### config.mk
export PLATFORM = sky130hd
export DESIGN_NAME = midi_stream_to_smf_event_encoder_core_flat
export DESIGN_NICKNAME = d
export VERILOG_FILES = /design/src/design/msse_pkg.sv /design/src/design/msse_if.sv /design/src/design/msse_parser.sv /design/src/design/msse_serializer.sv /design/src/design/midi_stream_to_smf_event_encoder_core.sv /design/src/flat_wrapper.sv
export VERILOG_INCLUDE_DIRS = /design/src /design/src/design
export SDC_FILE = /design/constraint.sdc
export NUM_CORES = 1
export LEC_CHECK = 0
export BUFFER_PORTS_ARGS = -buffer_cell sky130_fd_sc_hd__buf_2
export CAP_MARGIN = 20
export CORE_MARGIN = 5
export CORE_UTILIZATION = 60
export CTS_BUF_LIST = sky130_fd_sc_hd__clkbuf_2
export CTS_CLUSTER_SIZE = 12
export DETAILED_ROUTE_END_ITERATION = 6
export PLACE_DENSITY = 0.86
export SETUP_SLACK_MARGIN = 0.05
export SLEW_MARGIN = 10
export SYNTH_ARGS = -nofsm -noshare
export SYNTH_HDL_FRONTEND = slang
export SYNTH_SLANG_ARGS = --single-unit
### constraint.sdc
create_clock -name clock -period 4.65 [get_ports clock]
set_clock_uncertainty 0.05 [all_clocks]
set_input_delay 0.93 -clock clock [delete_from_list [all_inputs] [get_ports clock]]
set_output_delay 0.93 -clock clock [all_outputs]
set_load 0.02 [all_outputs]
### src/design/midi_stream_to_smf_event_encoder_core_defines.svh
// assertion macros shared by the encoder modules
`ifndef MIDI_STREAM_TO_SMF_EVENT_ENCODER_CORE_DEFINES_SVH
`define MIDI_STREAM_TO_SMF_EVENT_ENCODER_CORE_DEFINES_SVH

// same-cycle implication, checked on every rising clock edge outside reset
`define MSSE_ASSERT_NOW(label, ante, cons, msg) \
   label: assert property (@(posedge clock) disable iff (reset) (ante) |-> (cons)) \
      else $error(msg);

// next-cycle implication
`define MSSE_ASSERT_NEXT(label, ante, cons, msg) \
   label: assert property (@(posedge clock) disable iff (reset) (ante) |=> (cons)) \
      else $error(msg);

`endif

### src/design/msse_pkg.sv
// shared types and constants for the midi to track event encoder
package msse_pkg;

   localparam int TIME_BITS  = 32;
   localparam int DELTA_BITS = 28;
   localparam int DIFF_BITS  = (TIME_BITS > DELTA_BITS) ? TIME_BITS : DELTA_BITS;
   localparam int EVT_BYTES  = 7;

   localparam logic [DIFF_BITS-1:0] DELTA_MAX = DIFF_BITS'((64'd1 << DELTA_BITS) - 64'd1);

   localparam logic [3:0] NIB_NOTE_OFF = 4'h8;
   localparam logic [3:0] NIB_NOTE_ON  = 4'h9;
   localparam logic [3:0] NIB_CONTROL  = 4'hB;
   localparam logic [3:0] NIB_PROGRAM  = 4'hC;
   localparam logic [3:0] NIB_SYSTEM   = 4'hF;
   localparam logic [7:0] SYSEX_START  = 8'hF0;

   localparam logic [7:0] STATUS_NOTE_OFF = 8'h80;
   localparam logic [7:0] STATUS_NOTE_ON  = 8'h90;
   localparam logic [7:0] STATUS_CONTROL  = 8'hB0;

   localparam logic [6:0] GROUP_MASK = 7'h7F;

   typedef enum logic [2:0] {
      PH_IDLE  = 3'd0,
      PH_DATA1 = 3'd1,
      PH_DATA2 = 3'd2,
      PH_SKIP  = 3'd3
   } phase_type;

   typedef enum logic [1:0] {
      KIND_NOTE_OFF = 2'd0,
      KIND_NOTE_ON  = 2'd1,
      KIND_CONTROL  = 2'd2
   } kind_type;

   typedef struct packed {
      logic [EVT_BYTES-1:0][7:0] data;
      logic [2:0]                count;
   } evt_type;

endpackage

### src/design/msse_if.sv
// valid/ready channel interfaces for midi input and track byte output
interface msse_req_if
   import msse_pkg::*;
();
   logic                 valid;
   logic                 ready;
   logic [7:0]           midi_byte;
   logic [TIME_BITS-1:0] time_ms;

   modport source (output valid, output midi_byte, output time_ms, input ready);
   modport sink (input valid, input midi_byte, input time_ms, output ready);
endinterface

interface msse_rsp_if
   import msse_pkg::*;
();
   logic       valid;
   logic       ready;
   logic [7:0] track_byte;
   logic       last_of_event;

   modport source (output valid, output track_byte, output last_of_event, input ready);
   modport sink (input valid, input track_byte, input last_of_event, output ready);
endinterface

### src/design/msse_parser.sv
// input register, midi status parser and track event builder
`include "midi_stream_to_smf_event_encoder_core_defines.svh"

module msse_parser
   import msse_pkg::*;
(
   input  logic       clock,
   input  logic       reset,
   msse_req_if.sink   req,
   input  logic       ser_ready,
   output logic       evt_valid,
   output evt_type    evt
);

   logic                 in_valid_ff, in_valid_in;
   logic [7:0]           in_byte_ff;
   logic [TIME_BITS-1:0] in_time_ff;
   phase_type            phase_ff, phase_in;
   kind_type             kind_ff, kind_in;
   logic [7:0]           first_ff, first_in;
   logic [TIME_BITS-1:0] event_time_ff, event_time_in;
   logic [TIME_BITS-1:0] prev_time_ff, prev_time_in;

   logic                 consume;
   logic                 req_xfer;
   logic [DIFF_BITS-1:0] diff;
   logic [DELTA_BITS-1:0] delta;
   logic [6:0]           g3, g2, g1, g0;
   logic [7:0]           status;

   assign consume   = in_valid_ff && ((phase_ff != PH_DATA2) || ser_ready);
   assign req.ready = !in_valid_ff || consume;
   assign req_xfer  = req.valid && req.ready;

   always_comb begin
      in_valid_in = in_valid_ff;
      if (req_xfer) begin
         in_valid_in = 1'b1;
      end else if (consume) begin
         in_valid_in = 1'b0;
      end
   end

   always_ff @(posedge clock) begin
      if (reset) begin
         in_valid_ff <= 1'b0;
      end else begin
         in_valid_ff <= in_valid_in;
      end
      if (req_xfer) begin
         in_byte_ff <= req.midi_byte;
         in_time_ff <= req.time_ms;
      end
   end

   // next parse phase
   always_comb begin
      phase_in = phase_ff;
      if (consume) begin
         case (phase_ff)
            PH_DATA1: phase_in = PH_DATA2;
            PH_DATA2: phase_in = PH_IDLE;
            PH_SKIP:  phase_in = PH_IDLE;
            default: begin
               phase_in = PH_IDLE;
               if (in_byte_ff[7]) begin
                  case (in_byte_ff[7:4])
                     NIB_NOTE_OFF: phase_in = PH_DATA1;
                     NIB_NOTE_ON:  phase_in = PH_DATA1;
                     NIB_CONTROL:  phase_in = PH_DATA1;
                     NIB_PROGRAM:  phase_in = PH_SKIP;
                     NIB_SYSTEM:   phase_in = (in_byte_ff == SYSEX_START) ? PH_SKIP : PH_IDLE;
                     default:      phase_in = PH_IDLE;
                  endcase
               end
            end
         endcase
      end
   end

   // delta time since the previous emitted event
   always_comb begin
      diff = '0;
      if (event_time_ff >= prev_time_ff) begin
         diff = DIFF_BITS'(event_time_ff - prev_time_ff);
      end
      delta = (diff > DELTA_MAX) ? DELTA_MAX[DELTA_BITS-1:0] : diff[DELTA_BITS-1:0];
      g3 = delta[27:21] & GROUP_MASK;
      g2 = delta[20:14] & GROUP_MASK;
      g1 = delta[13:7]  & GROUP_MASK;
      g0 = delta[6:0]   & GROUP_MASK;
   end

   // parser outputs and event assembly
   always_comb begin
      kind_in       = kind_ff;
      first_in      = first_ff;
      event_time_in = event_time_ff;
      prev_time_in  = prev_time_ff;
      evt_valid     = 1'b0;

      case (kind_ff)
         KIND_NOTE_OFF: status = STATUS_NOTE_OFF;
         KIND_NOTE_ON:  status = STATUS_NOTE_ON;
         default:       status = STATUS_CONTROL;
      endcase

      evt.data = '0;
      if (g3 != 7'd0) begin
         evt.count   = 3'd7;
         evt.data[0] = {1'b1, g3};
         evt.data[1] = {1'b1, g2};
         evt.data[2] = {1'b1, g1};
         evt.data[3] = {1'b0, g0};
         evt.data[4] = status;
         evt.data[5] = first_ff;
         evt.data[6] = in_byte_ff;
      end else if (g2 != 7'd0) begin
         evt.count   = 3'd6;
         evt.data[0] = {1'b1, g2};
         evt.data[1] = {1'b1, g1};
         evt.data[2] = {1'b0, g0};
         evt.data[3] = status;
         evt.data[4] = first_ff;
         evt.data[5] = in_byte_ff;
      end else if (g1 != 7'd0) begin
         evt.count   = 3'd5;
         evt.data[0] = {1'b1, g1};
         evt.data[1] = {1'b0, g0};
         evt.data[2] = status;
         evt.data[3] = first_ff;
         evt.data[4] = in_byte_ff;
      end else begin
         evt.count   = 3'd4;
         evt.data[0] = {1'b0, g0};
         evt.data[1] = status;
         evt.data[2] = first_ff;
         evt.data[3] = in_byte_ff;
      end

      if (consume) begin
         case (phase_ff)
            PH_DATA1: first_in = in_byte_ff;
            PH_DATA2: begin
               evt_valid    = 1'b1;
               prev_time_in = event_time_ff;
            end
            PH_SKIP: begin
            end
            default: begin
               if (in_byte_ff[7]) begin
                  event_time_in = in_time_ff;
                  case (in_byte_ff[7:4])
                     NIB_NOTE_OFF: kind_in = KIND_NOTE_OFF;
                     NIB_NOTE_ON:  kind_in = KIND_NOTE_ON;
                     NIB_CONTROL:  kind_in = KIND_CONTROL;
                     default:      kind_in = kind_ff;
                  endcase
               end
            end
         endcase
      end
   end

   always_ff @(posedge clock) begin
      if (reset) begin
         phase_ff      <= PH_IDLE;
         kind_ff       <= KIND_NOTE_OFF;
         first_ff      <= '0;
         event_time_ff <= '0;
         prev_time_ff  <= '0;
      end else begin
         phase_ff      <= phase_in;
         kind_ff       <= kind_in;
         first_ff      <= first_in;
         event_time_ff <= event_time_in;
         prev_time_ff  <= prev_time_in;
      end
   end

   `MSSE_ASSERT_NOW(a_evt_only_on_second_data, evt_valid, phase_ff == PH_DATA2 && ser_ready, "event offered outside second data byte")
   `MSSE_ASSERT_NEXT(a_event_resets_phase, evt_valid, phase_ff == PH_IDLE, "parser not idle after event")
   `MSSE_ASSERT_NEXT(a_prev_time_tracks, evt_valid, prev_time_ff == $past(event_time_ff), "previous time not updated")

endmodule

### src/design/msse_serializer.sv
// event buffer that hands track bytes out one transfer at a time
`include "midi_stream_to_smf_event_encoder_core_defines.svh"

module msse_serializer
   import msse_pkg::*;
(
   input  logic       clock,
   input  logic       reset,
   input  logic       evt_valid,
   input  evt_type    evt,
   output logic       ser_ready,
   msse_rsp_if.source rsp
);

   logic                      busy_ff, busy_in;
   logic [2:0]                idx_ff, idx_in;
   logic [2:0]                count_ff;
   logic [EVT_BYTES-1:0][7:0] data_ff;
   logic                      last;
   logic                      rsp_xfer;
   logic                      load;

   assign last              = idx_ff == 3'(count_ff - 3'd1);
   assign rsp_xfer          = rsp.valid && rsp.ready;
   assign ser_ready         = !busy_ff || (rsp_xfer && last);
   assign load              = evt_valid && ser_ready;
   assign rsp.valid         = busy_ff;
   assign rsp.track_byte    = data_ff[idx_ff];
   assign rsp.last_of_event = last;

   always_comb begin
      busy_in = busy_ff;
      idx_in  = idx_ff;
      if (load) begin
         busy_in = 1'b1;
         idx_in  = '0;
      end else if (rsp_xfer) begin
         if (last) begin
            busy_in = 1'b0;
            idx_in  = '0;
         end else begin
            idx_in = 3'(idx_ff + 3'd1);
         end
      end
   end

   always_ff @(posedge clock) begin
      if (reset) begin
         busy_ff <= 1'b0;
         idx_ff  <= '0;
      end else begin
         busy_ff <= busy_in;
         idx_ff  <= idx_in;
      end
      if (load) begin
         data_ff  <= evt.data;
         count_ff <= evt.count;
      end
   end

   `MSSE_ASSERT_NOW(a_load_count_range, load, evt.count >= 3'd4 && evt.count <= 3'd7, "event length out of range")
   `MSSE_ASSERT_NEXT(a_stall_holds_index, busy_ff && !rsp.ready, $stable(idx_ff) && busy_ff, "index moved under stall")
   `MSSE_ASSERT_NEXT(a_last_frees_buffer, rsp_xfer && last && !load, !busy_ff, "buffer busy after last transfer")
   `MSSE_ASSERT_NOW(a_index_in_event, busy_ff, idx_ff < count_ff, "index past end of event")

endmodule

### src/design/midi_stream_to_smf_event_encoder_core.sv
// top level: midi byte stream in, standard midi file track event bytes out
// an event's first byte is valid once the event is loaded into the output buffer
// one input transfer per cycle unless an event waits for the buffer, which holds 4 to 7 bytes
// the output buffer gives one track byte per cycle while rsp ready is high, which sets the event rate
// input items that emit nothing pass at one per cycle, also while an event drains
// reset is synchronous, active high, and returns the parser to idle with zeroed time stamps
module midi_stream_to_smf_event_encoder_core
   import msse_pkg::*;
(
   input  logic       clock,
   input  logic       reset,
   msse_req_if.sink   req_ch,
   msse_rsp_if.source rsp_ch
);

   logic    evt_valid;
   evt_type evt;
   logic    ser_ready;

   msse_parser u_parser (
      .clock     (clock),
      .reset     (reset),
      .req       (req_ch),
      .ser_ready (ser_ready),
      .evt_valid (evt_valid),
      .evt       (evt)
   );

   msse_serializer u_serializer (
      .clock     (clock),
      .reset     (reset),
      .evt_valid (evt_valid),
      .evt       (evt),
      .ser_ready (ser_ready),
      .rsp       (rsp_ch)
   );

endmodule

### src/flat_wrapper.sv
// flat-port wrapper written by rule: the top's interface ports become plain ports
module midi_stream_to_smf_event_encoder_core_flat import msse_pkg::*;
  (clock, reset, req_ch_valid, req_ch_midi_byte, req_ch_time_ms, req_ch_ready, rsp_ch_valid, rsp_ch_track_byte, rsp_ch_last_of_event, rsp_ch_ready);
  msse_req_if req_ch_i ();
  msse_rsp_if rsp_ch_i ();
  input  logic clock;
  input  logic reset;
  input wire logic [$bits(req_ch_i.valid)-1:0] req_ch_valid;
  input wire logic [$bits(req_ch_i.midi_byte)-1:0] req_ch_midi_byte;
  input wire logic [$bits(req_ch_i.time_ms)-1:0] req_ch_time_ms;
  output wire logic [$bits(req_ch_i.ready)-1:0] req_ch_ready;
  output wire logic [$bits(rsp_ch_i.valid)-1:0] rsp_ch_valid;
  output wire logic [$bits(rsp_ch_i.track_byte)-1:0] rsp_ch_track_byte;
  output wire logic [$bits(rsp_ch_i.last_of_event)-1:0] rsp_ch_last_of_event;
  input wire logic [$bits(rsp_ch_i.ready)-1:0] rsp_ch_ready;
  assign req_ch_i.valid = req_ch_valid;
  assign req_ch_i.midi_byte = req_ch_midi_byte;
  assign req_ch_i.time_ms = req_ch_time_ms;
  assign req_ch_ready = req_ch_i.ready;
  assign rsp_ch_valid = rsp_ch_i.valid;
  assign rsp_ch_track_byte = rsp_ch_i.track_byte;
  assign rsp_ch_last_of_event = rsp_ch_i.last_of_event;
  assign rsp_ch_i.ready = rsp_ch_ready;
  midi_stream_to_smf_event_encoder_core u_core (.clock(clock), .reset(reset), .req_ch(req_ch_i), .rsp_ch(rsp_ch_i));
endmodule
==> impl_metrics.csv <==
group,metric,value,unit
outcome,status,"completed",
layout,multi_input_area,0.00509,mm²
synth,syn-cell-area,0.0102,mm²
timing,setup_viol,0,
global_route,grt_pass1_vias,7979,
die,initial_core_util,61.2,%
place,hpwl,18300,µm
global_route,grt_max_degree,70,
timing,holdWs,0.239,ns
timing,fin_tns_setup,0,ns
timing,layout_min_cycle_time,4.28,ns
timing,fmax,233,MHz
worst_setup_path,crit_path_max_fanout,21,
power_and_ir_drop,p_int,2.51,mW
synth,yosysTopAreaCellShare,28.9,%
routing,route.detailed.drc,0,
layout,seqCellArea,0.00456,mm²
worst_setup_path,cpMaxStageDelayCell,"a31o_2",
worst_setup_path,crit_path_max_incr_delay,0.47,ns
layout,utilization,65.3,%
die,die_w,140,µm
worst_setup_path,path_cells,"inv_1 -> ha_1 -> fa_1 -> nand2b_1 -> a21oi_2 -> o2111ai_4 -> o41ai_2 -> o221ai_1 -> a32o_2 -> nor2_4 -> buf_4 -> a31o_2 -> o221ai_1 -> a21boi_1",
die,die_area,0.0197,mm²
routing,ant_nets,0,
power_and_ir_drop,ir_drop,0.284,mV
synth,synth_edf_count,98,
place,gp_congestion,1.02,
clock_tree,clk_latency,0.80,ns
global_route,grt_usage,25.7,%
clock_tree,post_cts_resized,0,
synth,synth_top_area_cell,"edfxtp_1",
routing,drt_iter0_drc,879,
layout,fin_cells,1363,
synth,ys_seq_area_share,44.8,%
worst_setup_path,worstSetupStartpoint,"u_core.u_parser.event_time_ff[0]",
place,io_buffers,54,
synth,synth_area_per_cell,9.20,µm²
synth,yosys-top-cells-area,"edfxtp_1 29%, dfxtp_1 16%, nand2_1 6.8%",
timing,rsz0062_at_grt,"false",
worst_setup_path,cp_common_cell,"o221ai_1",
synth,synth-seq-cells,179,
flow_run,maxCapViolCount,0,
synth,synth_warnings,0,
global_route,grt_pass1_wl,40700,µm
timing,hold_viol,0,
synth,synthArstFlopShare,0,%
synth,syn_inst,1107,
routing,route.met3.wl,1560,µm
timing,worstMarginPinSlew,0.705,ns
clock_tree,clock_path_buffers,2,
die,coreArea,0.0166,mm²
routing,wl,25100,µm
worst_setup_path,arrival,4.84,ns
clock_tree,cts_setup_buffers,0,
hold_path,min_from,"req_ch_time_ms[19]",
power_and_ir_drop,pwr-share-comb,31.0,%
global_route,grt_overflow,0,
clock_tree,clockRootBuffer,"clkbuf_2",
hold_path,hp-class,"input port to flip-flop",
routing,routed-via-count,8510,
clock_tree,cts_tree,"built",
layout,nFillCells,1353,
worst_setup_path,endpoint_kind,"flip-flop",
clock_tree,clkSinkCount,179,
routing,drtPass1Iterations,7,
routing,wl_met2,12200,µm
routing,top_layer_used,"met5",
timing,timing.final.crit_share,92.1,%
routing,routed_via_density,6.24,
clock_tree,cts-htree-levels,4,
clock_tree,cts_made_buffers,17,
routing,m1WireLength,10400,µm
worst_setup_path,crit_required,5.21,ns
worst_setup_path,path_class,"flip-flop to flip-flop",
clock_tree,clkTransAtPathRegs,0.27,ns
power_and_ir_drop,cellPowerDensity,356,mW/mm²
power_and_ir_drop,power_frac_seq,46.0,%
layout,drive_gt1_share,13.2,%
synth,syn_nets,1186,
clock_tree,ctsHoldBuffers,0,
timing,drv_slew,0,
synth,synth_cell_types,92,
timing,max_slew_margin,53.0,%
die,row_count,47,
die,die_height,140,µm
synth,synthFlopType,"edfxtp_1",
global_route,antenna_found_initial,3,
power_and_ir_drop,switchingPower,1.36,mW
worst_setup_path,start_kind,"flip-flop",
layout,areaGrowthSynthToFinish,6.64,%
die,ios,55,
power_and_ir_drop,pwr-share-clk,23.0,%
layout,nNetsFinal,1207,
power_and_ir_drop,leakagePower,4.04,nW
power_and_ir_drop,p_sw_share,35.1,%
routing,wl_per_cell,18.4,µm
place,placed_cells,1328,
worst_setup_path,r2r-start,"u_core.u_parser.event_time_ff[0]",
-- synth_stat cells (all sizes together), types with 6 or more instances --
library cell / n
nand2: 186
a21oi: 135
edfxtp: 98
nor2: 82
dfxtp: 81
inv: 50
o21ai: 49
buf: 36
clkbuf: 36
ha: 34
mux2i: 30
nor3: 17
and2: 15
nand3: 15
xnor2: 15
a31oi: 14
a21o: 13
a22o: 13
nand4: 13
o211ai: 12
a211oi: 10
o31ai: 10
and3: 9
or3: 9
mux4: 8
nor2b: 8
nor4: 8
o22ai: 7
a311oi: 6
or2: 6
-- path summary, 6_finish.rpt --
| kind | to | slack, ns | cells past startpoint |
|---|---|---|---|
| max | u_core.u_serializer.data_ff[12] | 0.37 | 14 |
| max reg2reg | u_core.u_serializer.data_ff[12] | 0.37 | 14 |
| min | u_core.u_parser.in_time_ff[19] | 0.24 | 1 |
| min reg2reg | u_core.u_parser.prev_time_ff[21] | 0.41 | 2 |
-- power groups by stage --
| stage | Clock [mW] | Sequential (mW) | Combinational, mW |
|---|---|---|---|
| after global routing | 0.982 | 1.78 | 1.30 |
| after floorplan | 0 | 1.80 | 0.882 |
| after detailed placement | 0 | 1.81 | 1.17 |
| after global placement | 0 | 1.81 | 1.14 |
| final | 0.889 | 1.78 | 1.20 |
| after CTS | 0.904 | 1.78 | 1.17 |
-- cell families (layout without fill, tap and decap cells) --
family,count (synthesis),in the layout,synth area share [%]
multiplexers,38,38,4.72
other,0,2,0
buffers and inverters,123,157,5.28
AND/OR/NAND/NOR,394,394,18.4
AO/OA/AOI/OAI,318,318,20.8
XOR/XNOR,20,20,1.72
adder cells (fa/ha/maj),35,35,4.37
flip-flops,179,179,44.8
-- metrics by stage --
| stage | power [mW] | setup slack [ns] | instance area (µm²) |
|---|---|---|---|
| floorplan | 2.68 | 0.176 | 10200 |
| CTS | 3.85 | 0.428 | 10800 |
| detailed placement | 2.98 | 0.465 | 10600 |
| global placement | 2.95 | 0.561 | 10600 |
| global route | 4.06 | 0.0998 | 10900 |
| finish | 3.86 | 0.365 | 10900 |
-- layout make-up --
| cell class | count | share of cell area, % |
|---|---|---|
| antenna | 2 | 0.0461 |
| clock buffer | 20 | 0.921 |
| clock inverter | 12 | 1.57 |
| inverter | 51 | 1.76 |
| multi-input combinational | 805 | 46.9 |
| sequential | 179 | 42.0 |
| tap | 220 | 2.53 |
| timing repair buffer | 74 | 4.28 |
-- sequential cells by signal, indices dropped and copies added, names as in the netlist --
| name | flops |
|---|---|
| u_core.u_parser.event_time_ff | 32 |
| u_core.u_parser.first_ff | 8 |
| u_core.u_parser.in_byte_ff | 8 |
| u_core.u_parser.in_time_ff | 32 |
| u_core.u_parser.in_valid_ff | 1 |
| u_core.u_parser.kind_ff | 2 |
| u_core.u_parser.phase_ff | 2 |
| u_core.u_parser.prev_time_ff | 32 |
| u_core.u_serializer.count_ff | 2 |
| u_core.u_serializer.data_ff | 56 |
| u_core.u_serializer.idx_ff | 3 |
| u_core.u_serializer.rsp.valid | 1 |
-- routing by layer --
metal / global-route usage, % / vias to the layer above
met1: 32.7 / 4026
met5: 0 / -
met3: 5.35 / 74
met2: 42.7 / 329
li1: - / 4079
met4: 10.7 / 2
-- cell usage in the layout (no fill, tap or decap), types with 17 or more instances in the layout --
master / Yosys / final
nand2_1: 185 / 185
mux2i_1: 30 / 30
inv_1: 50 / 50
dfxtp_1: 81 / 81
buf_2: 24 / 54
nor2_1: 79 / 79
clkbuf_2: 0 / 20
o21ai_0: 36 / 36
edfxtp_1: 98 / 98
buf_4: 4 / 17
ha_1: 34 / 34
a21oi_1: 131 / 131
-- worst max-delay path: cells and delay by family, from the launching register on --
kind	cells	cell delay (ns)
adder cells (fa/ha/maj)	2	0.62
AND/OR/NAND/NOR	2	0.43
AO/OA/AOI/OAI	8	2.37
buffers and inverters	2	0.27
flip-flops	1	0.41
No activity file was read; power rests on OpenSTA's default activity.
